`src/design/slr_pkg.sv`:
```
package slr_pkg;

  typedef logic [29:0] value_t;

  localparam int TableLen = 55;
  localparam int TrailTap = 31;     // trail entry sits 31 cells ahead of lead
  localparam int FillStride = 21;   // table positions advance by 21 during fill
  localparam int FillSlot = 33;     // cell loaded during fill so the ring ends aligned
  localparam int MixCycles = 4 * TableLen;

  localparam value_t Modulus = 30'd1000000000;
  localparam logic [27:0] SeedBase = 28'd161803398;

  typedef struct packed {
    logic fill;   // rotate by the stride and load one new entry
    logic shift;  // rotate by one, lead cell replaced by the difference
  } ctrl_t;

  // (a - b) mod one billion, both operands below one billion
  function automatic value_t sub_mod(input value_t a, input value_t b);
    value_t r;
    if (a >= b) begin
      r = a - b;
    end else begin
      r = a + Modulus - b;
    end
    return r;
  endfunction

endpackage

```
`src/design/subtractive_lagged_random_unit.sv`:
```
// channel  direction  handshake              payload
// in       input      in_valid_i/in_stall_o   operation_i, seed_magnitude_i
// out      output     out_valid_o/out_stall_i random_value_o
//
// A plain draw goes straight into the output register; items may follow back to back.
// A rebuild (seed item, or first item after reset) runs through the accept, then 55 fill
// steps, 220 mixing steps, then the draw, one ring rotation per fill, mixing or draw step.
// Reset clears control only; the ring is loaded by the first rebuild.
// Input stalls while a rebuild runs or while the output register is held.
module subtractive_lagged_random_unit (
  input  logic        clk_i,
  input  logic        rst_ni,
  input  logic        in_valid_i,
  output logic        in_stall_o,
  input  logic        operation_i,
  input  logic [27:0] seed_magnitude_i,
  output logic        out_valid_o,
  input  logic        out_stall_i,
  output logic [29:0] random_value_o
);
  import slr_pkg::*;

  ctrl_t  ctrl;
  value_t load_val;
  value_t diff;
  value_t ring [TableLen];

  // cell 0 holds the lead entry, the trail entry is a fixed tap
  assign diff = sub_mod(ring[0], ring[TrailTap]);

  slr_ctrl u_ctrl (
    .clk_i            (clk_i),
    .rst_ni           (rst_ni),
    .in_valid_i       (in_valid_i),
    .in_stall_o       (in_stall_o),
    .operation_i      (operation_i),
    .seed_magnitude_i (seed_magnitude_i),
    .out_valid_o      (out_valid_o),
    .out_stall_i      (out_stall_i),
    .random_value_o   (random_value_o),
    .diff_i           (diff),
    .ctrl_o           (ctrl),
    .load_val_o       (load_val)
  );

  for (genvar k = 0; k < TableLen; k++) begin : g_cell
    localparam int Next = (k + 1) % TableLen;
    localparam int Jump = (k + FillStride) % TableLen;

    slr_cell u_cell (
      .clk_i      (clk_i),
      .ctrl_i     (ctrl),
      .load_i     (k == FillSlot),
      .load_val_i (load_val),
      .shift_in_i ((k == TableLen - 1) ? diff : ring[Next]),
      .jump_in_i  (ring[Jump]),
      .val_o      (ring[k])
    );
  end

endmodule

```
`src/design/slr_cell.sv`:
```
module slr_cell (
  input  logic           clk_i,
  input  slr_pkg::ctrl_t ctrl_i,
  input  logic           load_i,
  input  slr_pkg::value_t load_val_i,
  input  slr_pkg::value_t shift_in_i,
  input  slr_pkg::value_t jump_in_i,
  output slr_pkg::value_t val_o
);
  import slr_pkg::*;

  value_t val_d, val_q;

  always_comb begin
    val_d = val_q;
    if (ctrl_i.fill) begin
      val_d = load_i ? load_val_i : jump_in_i;
    end else if (ctrl_i.shift) begin
      val_d = shift_in_i;
    end
  end

  always_ff @(posedge clk_i) begin
    val_q <= val_d;
  end

  assign val_o = val_q;

endmodule

```
`src/design/slr_ctrl.sv`:
```
module slr_ctrl (
  input  logic            clk_i,
  input  logic            rst_ni,
  input  logic            in_valid_i,
  output logic            in_stall_o,
  input  logic            operation_i,
  input  logic [27:0]     seed_magnitude_i,
  output logic            out_valid_o,
  input  logic            out_stall_i,
  output logic [29:0]     random_value_o,
  input  slr_pkg::value_t diff_i,
  output slr_pkg::ctrl_t  ctrl_o,
  output slr_pkg::value_t load_val_o
);
  import slr_pkg::*;

  typedef enum logic [1:0] {
    StIdle,
    StFill,
    StMix,
    StDraw
  } state_e;

  state_e      state_q;
  logic [7:0]  cnt_q;
  logic        seeded_q;
  logic        out_valid_q;
  value_t      value_q;
  value_t      gen_x_q, gen_y_q;

  logic        out_free;
  logic        accept;
  logic        rebuild;
  logic        load_out;
  logic [27:0] seed_sat;

  assign out_free = !out_valid_q || !out_stall_i;
  assign accept   = in_valid_i && state_q == StIdle && out_free;
  assign rebuild  = operation_i || !seeded_q;
  assign seed_sat = (seed_magnitude_i > SeedBase) ? SeedBase : seed_magnitude_i;
  // a draw result enters the output register this cycle
  assign load_out = (accept && !rebuild) || (state_q == StDraw && out_free);

  always_comb begin
    ctrl_o.fill  = (state_q == StFill);
    ctrl_o.shift = load_out || (state_q == StMix);
  end

  always_ff @(posedge clk_i or negedge rst_ni) begin
    if (!rst_ni) begin
      state_q     <= StIdle;
      cnt_q       <= '0;
      seeded_q    <= 1'b0;
      out_valid_q <= 1'b0;
      value_q     <= '0;
      gen_x_q     <= '0;
      gen_y_q     <= '0;
    end else begin
      if (load_out) begin
        out_valid_q <= 1'b1;
        value_q     <= diff_i;
      end else if (out_valid_q && !out_stall_i) begin
        out_valid_q <= 1'b0;
      end
      unique case (state_q)
        StIdle: begin
          if (accept && rebuild) begin
            state_q <= StFill;
            cnt_q   <= '0;
            gen_x_q <= value_t'(SeedBase - seed_sat);
            gen_y_q <= value_t'(1);
          end
        end
        StFill: begin
          gen_x_q <= gen_y_q;
          gen_y_q <= sub_mod(gen_x_q, gen_y_q);
          if (cnt_q == 8'(TableLen - 1)) begin
            state_q <= StMix;
            cnt_q   <= '0;
          end else begin
            cnt_q <= cnt_q + 8'd1;
          end
        end
        StMix: begin
          if (cnt_q == 8'(MixCycles - 1)) begin
            state_q  <= StDraw;
            seeded_q <= 1'b1;
          end else begin
            cnt_q <= cnt_q + 8'd1;
          end
        end
        StDraw: begin
          if (out_free) begin
            state_q <= StIdle;
          end
        end
        default: state_q <= StIdle;
      endcase
    end
  end

  assign in_stall_o     = !(state_q == StIdle && out_free);
  assign out_valid_o    = out_valid_q;
  assign random_value_o = value_q;
  assign load_val_o     = gen_x_q;

endmodule

```
`config.mk`:
```
export PLATFORM = sky130hd
export DESIGN_NAME = subtractive_lagged_random_unit
export DESIGN_NICKNAME = d
export VERILOG_FILES = /design/src/design/slr_pkg.sv /design/src/design/subtractive_lagged_random_unit.sv /design/src/design/slr_cell.sv /design/src/design/slr_ctrl.sv
export SDC_FILE = /design/constraint.sdc
export NUM_CORES = 2
export LEC_CHECK = 0
export ABC_AREA = 0
export BUFFER_PORTS_ARGS = -buffer_cell sky130_fd_sc_hd__clkbuf_2
export CAP_MARGIN = 25
export CORE_AREA = 2 2 429 388
export DETAILED_ROUTE_END_ITERATION = 6
export DIE_AREA = 0 0 431 390
export PLACE_DENSITY_LB_ADDON = 0.12
export RECOVER_POWER = 100
export SLEW_MARGIN = 15
export SYNTH_ARGS = -nofsm -noshare
export SYNTH_HDL_FRONTEND = slang
export SYNTH_SLANG_ARGS = --single-unit
```
`constraint.sdc`:
```
create_clock -name clk_i -period 68 [get_ports clk_i]
set_input_delay 6.8 -clock clk_i [delete_from_list [all_inputs] [get_ports clk_i]]
set_output_delay 6.8 -clock clk_i [all_outputs]
set_load 0.02 [all_outputs]
```
# Word-level counts from Yosys, hierarchy flattened
# Cells that the tools add are included.
# Widths: inputs -> output; s select.
[totals] out_inout_bits=32 register_bits=1752 latchBits=0 elab_cells=236 mem_count=0 rom_bits=0 ram_bits=0
[op_classes] div=0 reduce_logical=25 order_cmp=3 n_mux=128 n_eq_ne=10 bitwise=0 multipliers=0 n_addsub=8 shift=0
[op_table] op="$mux 30" n=114
[op_table] op="$pmux 30 s2" n=2
[op_table] op="$sub 30x30->30" n=4
[op_table] op="$add 30x30->30 const B" n=2
[op_table] op="$ge 30x30->1" n=2
[op_table] op="$sub 28x28->29 const A" n=1
[op_table] op="$gt 28x28->1 const B" n=1
[op_table] op="$mux 28" n=1
[op_table] op="$mux 8" n=3
[op_table] op="$pmux 8 s3" n=1
[op_table] op="$add 8x1->8 const B" n=1
[op_table] op="$eq 8x6->1 const B" n=1
[op_table] op="$eq 8x8->1 const B" n=1
[op_table] op="$mux 2" n=4
[op_table] op="$pmux 2 s4" n=1
[op_table] op="$logic_and 1x1->1" n=7
[op_table] op="$ne 2x2->1 const B" n=3
[op_table] op="$reduce_bool 2->1" n=3
[op_table] op="$logic_not 1->1" n=5
[op_table] op="$eq 2x2->1 const B" n=2
[op_table] op="$logic_or 1x1->1" n=4
[op_table] op="$ne 2x1->1 const B" n=2
[op_table] op="$reduce_and 2->1" n=2
[op_table] op="$reduce_and 4->1" n=1
[op_table] op="other kinds (5)" n=6

# Longest topological paths before layout
[logic_depth] ltp_word=8 depth_mapped=16

# Cells and area by module
# Synthesis repeated with hierarchy kept, for this count alone.
[hier_totals] cells_unflattened=8917 hier_area_um2=99569.2
[by_module_without_submodules] module="slr_cell" cells_each=132 instances=55 area_each_um2=1572.8
[by_module_without_submodules] module="slr_ctrl" cells_each=1070 instances=1 area_each_um2=9043.7
[by_module_without_submodules] module="subtractive_lagged_random_unit" cells_each=587 instances=1 area_each_um2=4023.9

# Worst setup path before layout
# OpenSTA, ideal clock, no wires.
[synth_timing] path_type="input-to-reg" startpoint="input port operation_i" endpoint="register g_cell[0].u_cell.val_q[0], enable pin" t_arrival_ns=43.906 t_required_ns=52.706 path_slack_ns=8.800 stages=6 n_path_buf=2 setup_ns=15.294 path_cell_list="inv_1 a41oi_1 a21o_1 clkbuf_1 clkbuf_1 nand3_1"
[synth_between] elab_chain_len=6
[synth_lines] item="from (decl)" line_no="subtractive_lagged_random_unit.sv:15" source="input logic operation_i,"
[synth_lines] item="$logic_or 1x1->1" line_no="slr_ctrl.sv:39" source="assign rebuild = operation_i || !seeded_q;"
[synth_lines] item="$logic_not 1->1" line_no="slr_ctrl.sv:42" source="assign load_out = (accept && !rebuild) || (state_q == StDraw && out_free);"
[synth_lines] item="$logic_and 1x1->1" line_no="slr_ctrl.sv:42"
[synth_lines] item="$logic_or 1x1->1" line_no="slr_ctrl.sv:42"
[synth_lines] item="$logic_or 1x1->1" line_no="slr_ctrl.sv:46" source="ctrl_o.shift = load_out || (state_q == StMix);"
[synth_lines] item="$reduce_bool 2->1 (no source line)"
[synth_lines] item="to (signal assigned)" line_no="slr_cell.sv:24" source="val_q <= val_d;"
[synth_lines] item="to (decl)" line_no="slr_cell.sv:12" source="value_t val_d, val_q;"
# No other way between the ends.
# A chain may end at the register's enable or synchronous reset.

# Worst setup path in the final report
[layout_timing] startpoint="input port operation_i" endpoint="register g_cell[45].u_cell.val_q[6], enable pin"
[layout_between] elab_chain_len=6
[layout_lines] item="$logic_or 1x1->1" line_no="slr_ctrl.sv:39"
[layout_lines] item="$logic_not 1->1" line_no="slr_ctrl.sv:42"
[layout_lines] item="$logic_and 1x1->1" line_no="slr_ctrl.sv:42"
[layout_lines] item="$logic_or 1x1->1" line_no="slr_ctrl.sv:42"
[layout_lines] item="$logic_or 1x1->1" line_no="slr_ctrl.sv:46"
[layout_lines] item="$reduce_bool 2->1 (no source line)"
[layout_lines] item="to (signal assigned)" line_no="slr_cell.sv:24"
[layout_lines] item="to (decl)" line_no="slr_cell.sv:12"
# No other way between the ends.

==> metrics <==
die footprint 168100 µm²; worst-path fanout max 180; final hold violation count 0; kind of critical path input pin to flop; synthesis-stage register bit count 1752; violations in the final reports max-capacitance violations, max-slew violations; setup repair after global routing missed its margin no; total count of max-transition violations in the final report 3573; total routed wirelength 161.0 mm; via count normalized by instance count 5.577; Clk pin slew, worst setup/hold paths 0.06 ns; number of nets in the layout 5408; library cell used as clock root buffer sky130_fd_sc_hd__clkbuf_16; Longest Clk Path Bufs 3; area growth from synthesis to layout 9.458%; proportion of synthesized flip-flops having asynchronous set or reset 5.822%; synthesized netlist net count 5343; count of vias placed by the detailed router 41.73k; number of detailed-route iterations in the first pass 5; global-route wire length before repair 248.8 mm; standby leakage power 0.03431 µW; count of cells resized by post-cts repair 0; buffers added on ports 64; Tmin final 35.35 ns; Fin Clk Skew 0.03567 ns; drt wl/cell 21.52 µm; max-slew headroom at the worst pin -535.4%; final worst path period share 51.99%; average size of a mapped cell 15.87 µm²; final setup TNS 0 ns; placeable core region 163500 µm²; initial core utilization 49.75%; number of placement rows 141; part of the Yosys area used for sequential elements 64.03%; DRC marker count from the first detailed-route iteration 3993; clock sink total 1752; Remaining DRCs 0; yosys synthesis warning count 0; clock insertion delay at the later pin of the skew report 0.82 ns; number of synthesized flops with an enable pin 1650; count of hold-fix buffers inserted at cts 0; slack of the worst reg-to-reg path 37.83 ns; gp weighted congestion 0.8618; worst reg2reg startpoint u_ctrl.state_q[0]; launching element of the worst setup path operation_i; Crit-path slowest cell sky130_fd_sc_hd__clkbuf_1; status finished, violations left; Slowest Stage Delay on Critical Path 6.75 ns; Post-Syn Instances 5126; Cell Area, Synth 81370 µm²; pin count of the biggest net entering global routing 193; endpoint kind of the worst setup timing path flop; kind of path behind the tightest hold check flop to flop; power density relative to cell area 48.38 nW/µm²; number of maximum-capacitance violations 46; worst hold slack after final layout 0.4840 ns; cell chain of the critical path clkbuf_2 -> inv_1 -> a41oi_1 -> a21o_2 -> clkbuf_1 -> nand3_1 -> clkbuf_1 -> clkbuf_1 -> clkbuf_1 -> clkbuf_1 -> clkbuf_1 -> clkbuf_1 -> clkbuf_1 -> clkbuf_1; sum of buffers and inverters on the critical path 11; die width 431 µm; count of pins on the block boundary 65; total congestion overflow after global routing 0; initial antenna violation count 13; Max Freq 28.29 MHz; CTS H-tree lvls 4; category of cells accounting for the largest share of critical-path delay buffers and inverters; antenna violation net count after detailed routing 0; transition time at the pin with the least slew margin 9.531 ns; Setup violations, final 0; buffers inserted during post-CTS setup optimization 0; fraction of layout instances using a drive strength above 1 34.38%; required time at the worst-slack endpoint 68.34 ns; global router's overall resource usage 19.01%; half-perimeter wire length after detailed placement 103.5 mm; count of cell types in the netlist 94; startpoint of the tightest hold check path u_ctrl.random_value_o[13]; via count of the first global-routing pass 41.99k; Num CTS Buffers 179; TritonCTS clock tree yes; Peak supply drop 0.02980 mV; cell seen most often among critical-path stages sky130_fd_sc_hd__clkbuf_1; arrival time of the worst setup path 35.69 ns; Primary FF master, synth sky130_fd_sc_hd__edfxtp_1; startpoint types input pin; chip height 390 µm
-- metrics by stage --
stage               power, µW  util (%)  std cells  setup slack [ns]  area (µm²)
CTS                      4356     54.65       7464             53.92       89370
floorplan                2913         -       5126             8.800       81370
global placement         3382     51.34       7145             53.92       83960
finish                   4309     54.46       7482             32.65       89060
global route             4587     54.45       7475             29.73       89050
detailed placement       3403     51.34       7145             53.92       83960
-- final timing paths --
check | endpoint | depth (start not counted)
worst max-delay path | g_cell[45].u_cell.val_o[6] | 14
worst min-delay path | u_ctrl.random_value_o[13] | 2
worst max register to register | g_cell[45].u_cell.val_o[6] | 14
worst min register to register | u_ctrl.random_value_o[13] | 2
max in group asynchronous | u_ctrl.random_value_o[8] | 2
min in group asynchronous | u_ctrl.load_val_o[24] | 1
-- area by class of cell --
type | instances | area, µm²
fillers | 13090 | 74480
flip-flops and latches | 1752 | 52100
multi-input cells | 2917 | 27510
clock buffers | 227 | 4659
well taps | 2145 | 2684
inverters | 222 | 833.3
clock inverters | 92 | 753.2
repair buffers | 119 | 501.7
diodes | 8 | 20.02
-- cell usage after synthesis (35+ instances only) --
library cell,number,area (µm²)
sky130_fd_sc_hd__fa_1,36,720.7
sky130_fd_sc_hd__dfrtp_1,102,2552
sky130_fd_sc_hd__nor2_1,123,461.7
sky130_fd_sc_hd__clkbuf_1,223,837.1
sky130_fd_sc_hd__nand2_1,166,623.1
sky130_fd_sc_hd__xnor2_1,74,648.1
sky130_fd_sc_hd__ha_1,148,1852
sky130_fd_sc_hd__nand3_1,35,175.2
sky130_fd_sc_hd__inv_1,222,833.3
sky130_fd_sc_hd__o21ai_0,128,640.6
sky130_fd_sc_hd__a21oi_1,119,595.6
sky130_fd_sc_hd__mux2_2,1607,18100
sky130_fd_sc_hd__edfxtp_1,1650,49550
-- state kept, by name, indices dropped and copies added, names as in the netlist --
signal                 count
g_cell.u_cell.val_o     1650
u_ctrl.gen_y_q            30
u_ctrl.load_val_o         30
u_ctrl.random_value_o     30
u_ctrl.cnt_q               8
u_ctrl.state_q             2
u_ctrl.out_valid_o         1
u_ctrl.seeded_q            1
-- report_power, final --
part           internal [µW]  total, µW  switching [µW]
clock                    509        924             414
combinational            650       1370             716
sequential              1740       2020             280
total                   2900       4310            1410
-- logic make-up after synthesis --
group                      count (synthesis)  synth area share [%]
buffers and inverters                    457                 2.136
xor gates and xnor gates                 107                 1.152
AOI/OAI and AO/OA                        508                 4.116
and+or+nand+nor                          491                 2.919
adders and majority gates                184                 3.162
muxes                                   1627                 22.49
DFF                                     1752                 64.03
-- metal layers --
layer	routed length, µm	vias up	share of wire (%)	GRT usage, %
li1	-	19770	-	-
met3	6891	206	4.3	3.069
met4	3326	0	2.1	5.002
met1	79770	21050	50	29.30
met2	70990	708	44	27.91
met5	0	-	0	0
-- cell usage in the layout, fill, tap and decap left out, drive strengths merged, types with 6 or more instances in the layout --
cell type and n:
a221oi 10, o21ai 141, a31oi 27, nand2b 22, nand2 167, o211ai 10
dfrtp 102, nor4 12, clkbuf 341, nand3 35, xnor2 74, a21o 22
o31ai 18, a21boi 12, inv 230, ha 148, edfxtp 1650, a2111oi 7
bufinv 6, nand4 23, o22ai 26, nor2b 15, mux2 1607, and2 10
clkinv 76, a211oi 17, and3 7, fa 36, o21a 10, mux2i 20
o21bai 25, nor3 34, or3 11, nor2 124, a21oi 120, xor2 33
diode 8, a31o 7
-- tightest hold or removal path, cell delays in order, from the launching register on --
cell and delay (ns):
sky130_fd_sc_hd__dfrtp_1 0.34, sky130_fd_sc_hd__nand2_1 0.04, sky130_fd_sc_hd__o21ai_0 0.06
(Power assumes the default switching activity.)
